File: config.mk
export PLATFORM = sky130hd
export DESIGN_NAME = sv32ptm_ctrl
export DESIGN_NICKNAME = d
export VERILOG_FILES = /design/src/rtl/sv32_page_table_mapper_top_macros.svh /design/src/rtl/sv32ptm_pkg.sv /design/src/rtl/sv32ptm_ctrl.sv
export SDC_FILE = /design/constraint.sdc
export NUM_CORES = 1
export LEC_CHECK = 0
export BUFFER_PORTS_ARGS = -buffer_cell sky130_fd_sc_hd__buf_2
export CAP_MARGIN = 20
export CORE_AREA = 2 2 39 41
export CTS_CLUSTER_SIZE = 10
export DETAILED_ROUTE_END_ITERATION = 10
export DIE_AREA = 0 0 41 43
export PLACE_DENSITY_LB_ADDON = 0.08
export SLEW_MARGIN = 5
export SYNTH_ARGS = -nofsm -noshare
export SYNTH_HDL_FRONTEND = slang
export SYNTH_SLANG_ARGS = --single-unit
File: constraint.sdc
create_clock -name clk -period 3.4 [get_ports clk]
set_input_delay 0.68 -clock clk [delete_from_list [all_inputs] [get_ports clk]]
set_output_delay 0.68 -clock clk [all_outputs]
set_load 0.005 [all_outputs]
File: src/rtl/sv32_page_table_mapper_top_macros.svh
// assertion macros for the sv32 page table mapper
// used by modules that carry concurrent checks; expects clk and rst_n in scope
`ifndef SV32_PAGE_TABLE_MAPPER_TOP_MACROS_SVH
`define SV32_PAGE_TABLE_MAPPER_TOP_MACROS_SVH

// same-cycle implication, checked on every rising edge out of reset
`define SV32PTM_ASSERT_IMP(lbl, ante, cons) \
    lbl: assert property (@(posedge clk) disable iff (!rst_n) (ante) |-> (cons)) \
        else $error("sv32ptm: same-cycle check failed");

// next-cycle implication
`define SV32PTM_ASSERT_NEXT(lbl, ante, cons) \
    lbl: assert property (@(posedge clk) disable iff (!rst_n) (ante) |=> (cons)) \
        else $error("sv32ptm: next-cycle check failed");

`endif

File: src/rtl/sv32ptm_pkg.sv
// shared types and constants for the sv32 page table mapper
// no dependencies; used by the controller, datapath and top level
package sv32ptm_pkg;

    // sizes
    localparam int TABLE_PAGES_DEF = 8;
    localparam int ENTRIES         = 1024;
    localparam int IDX_W           = 10;
    localparam int SCAN_W          = IDX_W + 1;
    localparam int PPN_W           = 22;
    localparam int VPN_W           = 20;
    localparam int PTE_W           = 32;
    localparam int FLAG_W          = 10;
    localparam int STAT_W          = 3;
    localparam int CFG_IDX_W       = 2;

    // pte flag patterns
    localparam logic [FLAG_W-1:0] PTR_FLAGS  = 10'b0000000001;
    localparam logic [FLAG_W-1:0] LEAF_FLAGS = 10'b0000001111;

    // result codes
    typedef enum logic [STAT_W-1:0] {
        RES_BARE         = 3'd0,
        RES_MAPPED       = 3'd1,
        RES_PROMOTED     = 3'd2,
        RES_ALREADY      = 3'd3,
        RES_NO_SPACE     = 3'd4,
        RES_OUT_OF_STORE = 3'd5
    } status_code_t;

    // configuration register indexes
    typedef enum logic [CFG_IDX_W-1:0] {
        CFG_SV32_ENABLE      = 2'd0,
        CFG_SUPERPAGE_ENABLE = 2'd1,
        CFG_TABLE_BASE_PPN   = 2'd2
    } cfg_index_t;

    // controller states
    typedef enum logic [3:0] {
        S_CLEAR,
        S_IDLE,
        S_ROOT_RD,
        S_ROOT_CHK,
        S_LEAF_RD,
        S_LEAF_CHK,
        S_SCAN,
        S_PROMOTE,
        S_RESULT
    } state_t;

    // item payloads
    typedef struct packed {
        logic [VPN_W-1:0] virt_page;
        logic [PPN_W-1:0] phys_page;
    } in_item_t;

    typedef struct packed {
        logic [STAT_W-1:0] status;
        logic              table_allocated;
        logic [PPN_W-1:0]  leaf_table_ppn;
    } out_item_t;

    // controller to datapath
    typedef struct packed {
        logic         clr_step;
        logic         capture;
        logic         rd_root;
        logic         alloc_table;
        logic         use_pointer;
        logic         rd_leaf;
        logic         wr_leaf;
        logic         scan_init;
        logic         scan_step;
        logic         wr_promote;
        logic         set_status;
        status_code_t status_code;
        logic         clear_ppn;
        logic         out_load;
    } ctrl_cmd_t;

    // datapath to controller
    typedef struct packed {
        logic clear_last;
        logic sv32_en;
        logic super_en;
        logic root_v;
        logic root_leaf;
        logic root_oos;
        logic no_space;
        logic leaf_v;
        logic scan_miss;
        logic scan_full;
        logic out_free;
    } dp_status_t;

endpackage

File: src/rtl/sv32ptm_ctrl.sv
// controller state machine for the sv32 page table mapper
// depends on sv32ptm_pkg; drives datapath commands from datapath status
module sv32ptm_ctrl (
    input  logic                    clk,
    input  logic                    rst_n,
    input  logic                    in_valid,
    output logic                    in_ready,
    input  sv32ptm_pkg::dp_status_t sts,
    output sv32ptm_pkg::ctrl_cmd_t  cmd
);

    sv32ptm_pkg::state_t state_reg;
    sv32ptm_pkg::state_t state_next;

    // state register
    always_ff @(posedge clk or negedge rst_n)
    begin
        if (!rst_n)
        begin
            state_reg <= sv32ptm_pkg::S_CLEAR;
        end
        else
        begin
            state_reg <= state_next;
        end
    end

    // next state
    always_comb
    begin
        state_next = state_reg;
        unique case (state_reg)
            sv32ptm_pkg::S_CLEAR:
            begin
                if (sts.clear_last)
                begin
                    state_next = sv32ptm_pkg::S_IDLE;
                end
            end
            sv32ptm_pkg::S_IDLE:
            begin
                if (in_valid)
                begin
                    state_next = sts.sv32_en ? sv32ptm_pkg::S_ROOT_RD : sv32ptm_pkg::S_RESULT;
                end
            end
            sv32ptm_pkg::S_ROOT_RD:
            begin
                state_next = sv32ptm_pkg::S_ROOT_CHK;
            end
            sv32ptm_pkg::S_ROOT_CHK:
            begin
                priority if (!sts.root_v)
                begin
                    state_next = sts.no_space ? sv32ptm_pkg::S_RESULT : sv32ptm_pkg::S_LEAF_RD;
                end
                else if (sts.root_leaf || sts.root_oos)
                begin
                    state_next = sv32ptm_pkg::S_RESULT;
                end
                else
                begin
                    state_next = sv32ptm_pkg::S_LEAF_RD;
                end
            end
            sv32ptm_pkg::S_LEAF_RD:
            begin
                state_next = sv32ptm_pkg::S_LEAF_CHK;
            end
            sv32ptm_pkg::S_LEAF_CHK:
            begin
                priority if (sts.leaf_v || !sts.super_en)
                begin
                    state_next = sv32ptm_pkg::S_RESULT;
                end
                else
                begin
                    state_next = sv32ptm_pkg::S_SCAN;
                end
            end
            sv32ptm_pkg::S_SCAN:
            begin
                priority if (sts.scan_miss)
                begin
                    state_next = sv32ptm_pkg::S_RESULT;
                end
                else if (sts.scan_full)
                begin
                    state_next = sv32ptm_pkg::S_PROMOTE;
                end
                else
                begin
                    state_next = sv32ptm_pkg::S_SCAN;
                end
            end
            sv32ptm_pkg::S_PROMOTE:
            begin
                state_next = sv32ptm_pkg::S_RESULT;
            end
            sv32ptm_pkg::S_RESULT:
            begin
                if (sts.out_free)
                begin
                    state_next = sv32ptm_pkg::S_IDLE;
                end
            end
            default:
            begin
                state_next = sv32ptm_pkg::S_IDLE;
            end
        endcase
    end

    // command outputs
    always_comb
    begin
        cmd      = '0;
        in_ready = 1'b0;
        unique case (state_reg)
            sv32ptm_pkg::S_CLEAR:
            begin
                cmd.clr_step = 1'b1;
            end
            sv32ptm_pkg::S_IDLE:
            begin
                in_ready = 1'b1;
                if (in_valid)
                begin
                    cmd.capture = 1'b1;
                    if (!sts.sv32_en)
                    begin
                        cmd.set_status  = 1'b1;
                        cmd.status_code = sv32ptm_pkg::RES_BARE;
                        cmd.clear_ppn   = 1'b1;
                    end
                end
            end
            sv32ptm_pkg::S_ROOT_RD:
            begin
                cmd.rd_root = 1'b1;
            end
            sv32ptm_pkg::S_ROOT_CHK:
            begin
                priority if (!sts.root_v && sts.no_space)
                begin
                    cmd.set_status  = 1'b1;
                    cmd.status_code = sv32ptm_pkg::RES_NO_SPACE;
                    cmd.clear_ppn   = 1'b1;
                end
                else if (!sts.root_v)
                begin
                    cmd.alloc_table = 1'b1;
                end
                else if (sts.root_leaf)
                begin
                    cmd.set_status  = 1'b1;
                    cmd.status_code = sv32ptm_pkg::RES_ALREADY;
                    cmd.clear_ppn   = 1'b1;
                end
                else if (sts.root_oos)
                begin
                    cmd.use_pointer = 1'b1;
                    cmd.set_status  = 1'b1;
                    cmd.status_code = sv32ptm_pkg::RES_OUT_OF_STORE;
                end
                else
                begin
                    cmd.use_pointer = 1'b1;
                end
            end
            sv32ptm_pkg::S_LEAF_RD:
            begin
                cmd.rd_leaf = 1'b1;
            end
            sv32ptm_pkg::S_LEAF_CHK:
            begin
                priority if (sts.leaf_v)
                begin
                    cmd.set_status  = 1'b1;
                    cmd.status_code = sv32ptm_pkg::RES_ALREADY;
                end
                else if (sts.super_en)
                begin
                    cmd.wr_leaf   = 1'b1;
                    cmd.scan_init = 1'b1;
                end
                else
                begin
                    cmd.wr_leaf     = 1'b1;
                    cmd.set_status  = 1'b1;
                    cmd.status_code = sv32ptm_pkg::RES_MAPPED;
                end
            end
            sv32ptm_pkg::S_SCAN:
            begin
                cmd.scan_step = 1'b1;
                if (sts.scan_miss)
                begin
                    cmd.set_status  = 1'b1;
                    cmd.status_code = sv32ptm_pkg::RES_MAPPED;
                end
            end
            sv32ptm_pkg::S_PROMOTE:
            begin
                cmd.wr_promote  = 1'b1;
                cmd.set_status  = 1'b1;
                cmd.status_code = sv32ptm_pkg::RES_PROMOTED;
            end
            sv32ptm_pkg::S_RESULT:
            begin
                cmd.out_load = sts.out_free;
            end
            default:
            begin
                cmd = '0;
            end
        endcase
    end

endmodule

==> results by stage <==
Worst hold path:
- The path class of the tightest hold or removal check is primary input to async pin.

Global routing:
- The total grt overflow is 0.
- The first global-routing pass estimated 2030 um of wire.
- The via count of the first global-routing pass was 515.
- The number of antenna violations at the first check in global routing came to 0.
- The total routing resource utilization after global routing is 0.167.
- Entering global routing, the biggest net connects 15 pins.

Timing:
- The post-route minimum period is roughly 2.5 ns.
- The portion of the clock cycle consumed by the worst path in the final layout is 0.740.
- Setup violations remaining at the end of the flow were counted as 0.
- The count of pins over their slew limit is 0.
- Setup repair after global routing left no endpoint under its margin.
- The final hold slack is between 0.2 and 0.25 ns.
- In this run the tightest slew margin relative to its limit is 0.718.
- The worst-margin pin slew is between 0.4 and 0.5 ns.
- The total count of hold-check failures in the final report is 0.
- Timing would allow up to roughly 400 MHz.
- In the final timing run, aggregate negative setup slack is 0 ns.
- The final worst clock skew is 0.00179 ns.

Detailed routing:
- The number of antenna-violating nets in the routed design is 0.
- The detailed-route vias per instance is between 5 and 6.
- In the final routed layout, each cell accounts on average for 11.5 um.
- Detailed routing inserted a total of around 600 vias.
- The detailed router finished its first iteration with 6 violations.
- The number of detailed-routing iterations run before antenna repair is 4.
- The remaining routing DRC violations is 0.
- The total routed wirelength is between 1000 and 1500 um.

Yosys:
- The count of synthesis-stage warnings from yosys is 0.
- The distinct cell type count of the synthesized netlist is 25.
- Of the post-synthesis cell area, the dominant cell type holds 0.217.
- Summing every instance area after synthesis gives around 460 um2.
- Synthesis handed over a netlist of between 60 and 70 instances.
- By area the synthesized netlist is led by sky130_fd_sc_hd__dfrtp_1, sky130_fd_sc_hd__nand2b_1, sky130_fd_sc_hd__nand3b_1.
- For this run, the register share of the synthesized area comes to 0.217.
- The largest total area in the synthesized netlist belongs to sky130_fd_sc_hd__dfrtp_1.
- The number of nets handed over by synthesis was a little over 80.
- Counting flops and latches in the post-synthesis netlist gives 4.
- A synthesized cell averages a little under 7 um2.

Power:
- The maximum vdd ir drop is 0.320 mV.
- Power spread over the standard cell area amounts to 595 mW/mm2.
- The static leakage power is between 0.3 and 0.4 nW.

Clock tree:
- Hold repair after CTS inserted 0 buffers.
- The total CTS buffers is 3.
- The quantity of gates resized following cts is 0.
- Clock-pin slew was measured on the worst setup and hold paths at roughly 0.040 ns.
- The clock tree from TritonCTS is built.
- The later-pin clock latency in the skew report is between 0.2 and 0.25 ns.
- The tree built by TritonCTS fans out to 4 sinks.
- The total number of H-tree levels is 1.
- Clock tree synthesis selected as its root buffer the cell sky130_fd_sc_hd__clkbuf_4.
- The total setup buffers inserted after CTS is 0.
- The largest buffer count on any clock path is 2.

Critical path:
- By startpoint and endpoint, the worst setup path is classified as flop to primary output.
- The worst register-to-register path has a depth of 4.
- The kind of capture point of the worst setup path is a primary output.
- The startpoint type of the worst setup path is a flop.
- At the worst endpoint, the required time is around 2.7 ns.
- Data on the critical path arrives at its endpoint at around 1.8 ns.
- The kind of cell adding the most delay to the critical path is simple AND/OR/NAND/NOR gates.
- The worst reg-to-reg setup slack is about 1.8 ns.
- The cell repeated most along the worst path is sky130_fd_sc_hd__nand2_1.
- The number of buffers and inverters on the critical path is 1.
- The worst stage delay on the critical path is 0.59 ns.
- Of all nets on the critical path, the largest fanout is 14.
- The slowest cell on the critical path is sky130_fd_sc_hd__dfrtp_1.
- The signal on the critical path passes through nand2_1 > or3_1 > o211a_1 > nand2_1 > buf_2.
- The total stage count of the critical path is 5.

Place:
- The congestion estimate from routability-driven global placement came to around 0.73.
- Detailed placement ended at an HPWL of between 1000 and 1500 um.
- The number of I/O port buffers is 30.

Floorplanning:
- For this design the top-level I/O count stands at 31.
- The effective utilization at floorplan is 0.333.
- The floorplan die height is ~43 um.
- The floorplan has 14 rows.
- The die covers ~0.0018 mm2.
- The width of the die is about 41 um.
- In this run the standard cell core region covers roughly 0.0014 mm2.

Layout:
- The most common cell after layout, fill and taps aside is sky130_fd_sc_hd__buf_2.
- The area growth from synthesis to final layout is 37.2%.
- The repair_antennas step left the layout with diodes totalling 0.
- The total number of nets in the final design is around 110.
- Of the cells placed in the final design, the portion with a size suffix greater than 1 is 0.354.
- The register with the most flip-flops in the layout has 4 of them.
- In the layout the commonest cells are sky130_fd_sc_hd__buf_2, sky130_fd_sc_hd__nand2b_1, sky130_fd_sc_hd__nand2_1, sky130_fd_sc_hd__nor2_1.
- Counting the fill cells in the layout gives approximately 160.

Flow run:
- The number of max-cap violations is 0.

Status:
- The flow ran to the end, and the final reports show no timing, DRC or antenna violations.
layer usage:
metal	wire, um	global-route usage
met1	634	0.227
met2	554	0.244
met3	98	0.0785
met4	0	0.0200
met5	0	0
report_power, final:
part	internal, W	total [W]	leakage, nW	switching (W)
clock network	0.0000394	0.0000572	0.0138	0.0000178
registers	0.0000643	0.000120	0.0518	0.0000561
logic	0.000105	0.000198	0.270	0.0000935
total	0.000209	0.000376	0.336	0.000167
kinds of logic after synthesis:
group                  count (synthesis)  share of synthesized area
buffers and inverters                  7                     0.0625
AO/OA/AOI/OAI                         15                      0.206
flip-flops                             4                      0.217
AND/OR/NAND/NOR                       42                      0.514
layout make-up:
class / count / area, um2 / share of cell area
clock buffers: 3 / 22.5 / 0.0356
inverters: 2 / 7.51 / 0.0119
multi-input cells: 57 / 332 / 0.525
flip-flops and latches: 4 / 100 / 0.158
well taps: 16 / 20.0 / 0.0317
repair buffers: 30 / 150 / 0.238
synthesized netlist by cell type:
cell type / n
sky130_fd_sc_hd__nand2b_1: 8
sky130_fd_sc_hd__nand2_1: 7
sky130_fd_sc_hd__nor2_1: 7
sky130_fd_sc_hd__a21oi_1: 5
sky130_fd_sc_hd__nor3_1: 5
sky130_fd_sc_hd__dfrtp_1: 4
sky130_fd_sc_hd__nand3b_1: 4
sky130_fd_sc_hd__clkbuf_1: 3
sky130_fd_sc_hd__nor2b_1: 3
sky130_fd_sc_hd__a211oi_1: 2
sky130_fd_sc_hd__buf_2: 2
sky130_fd_sc_hd__inv_1: 2
sky130_fd_sc_hd__nand3_1: 2
sky130_fd_sc_hd__o21ai_0: 2
sky130_fd_sc_hd__o22ai_1: 2
sky130_fd_sc_hd__a21o_1: 1
sky130_fd_sc_hd__and3_1: 1
sky130_fd_sc_hd__nand4b_1: 1
sky130_fd_sc_hd__nor3b_1: 1
sky130_fd_sc_hd__nor4_1: 1
sky130_fd_sc_hd__nor4b_2: 1
sky130_fd_sc_hd__o211a_1: 1
sky130_fd_sc_hd__o21ai_1: 1
sky130_fd_sc_hd__o32a_1: 1
sky130_fd_sc_hd__or3_1: 1
worst register-to-register path, stage by stage, from the launching register on:
cell                       delay, ns
sky130_fd_sc_hd__dfrtp_1        0.59
sky130_fd_sc_hd__nand2_1        0.15
sky130_fd_sc_hd__or3_1          0.42
sky130_fd_sc_hd__o211a_1        0.29
sky130_fd_sc_hd__nand3b_1       0.09
final timing paths:
check	startpoint	end
setup / recovery	state_reg[1]	cmd[5]
min in group clk	state_reg[3]	state_reg[1]
hold reg to reg	state_reg[3]	state_reg[1]
setup reg to reg	state_reg[1]	state_reg[3]
hold / removal	rst_n	state_reg[3]
max in group asynchronous	rst_n	state_reg[0]
per-stage QoR:
step                      cell area, um2  setup slack, ns  std cells   util  total power [W]
after floorplan                      460             1.49         68      -         0.000252
after CTS                            632            0.874        112  0.457         0.000384
after global routing                 632            0.757        112  0.457         0.000424
after detailed placement             609             1.13        109  0.440         0.000322
after global placement               609             1.15        109  0.440         0.000322
final                                632            0.884        112  0.457         0.000376
Note: power is estimated with default switching activity, not from simulation.
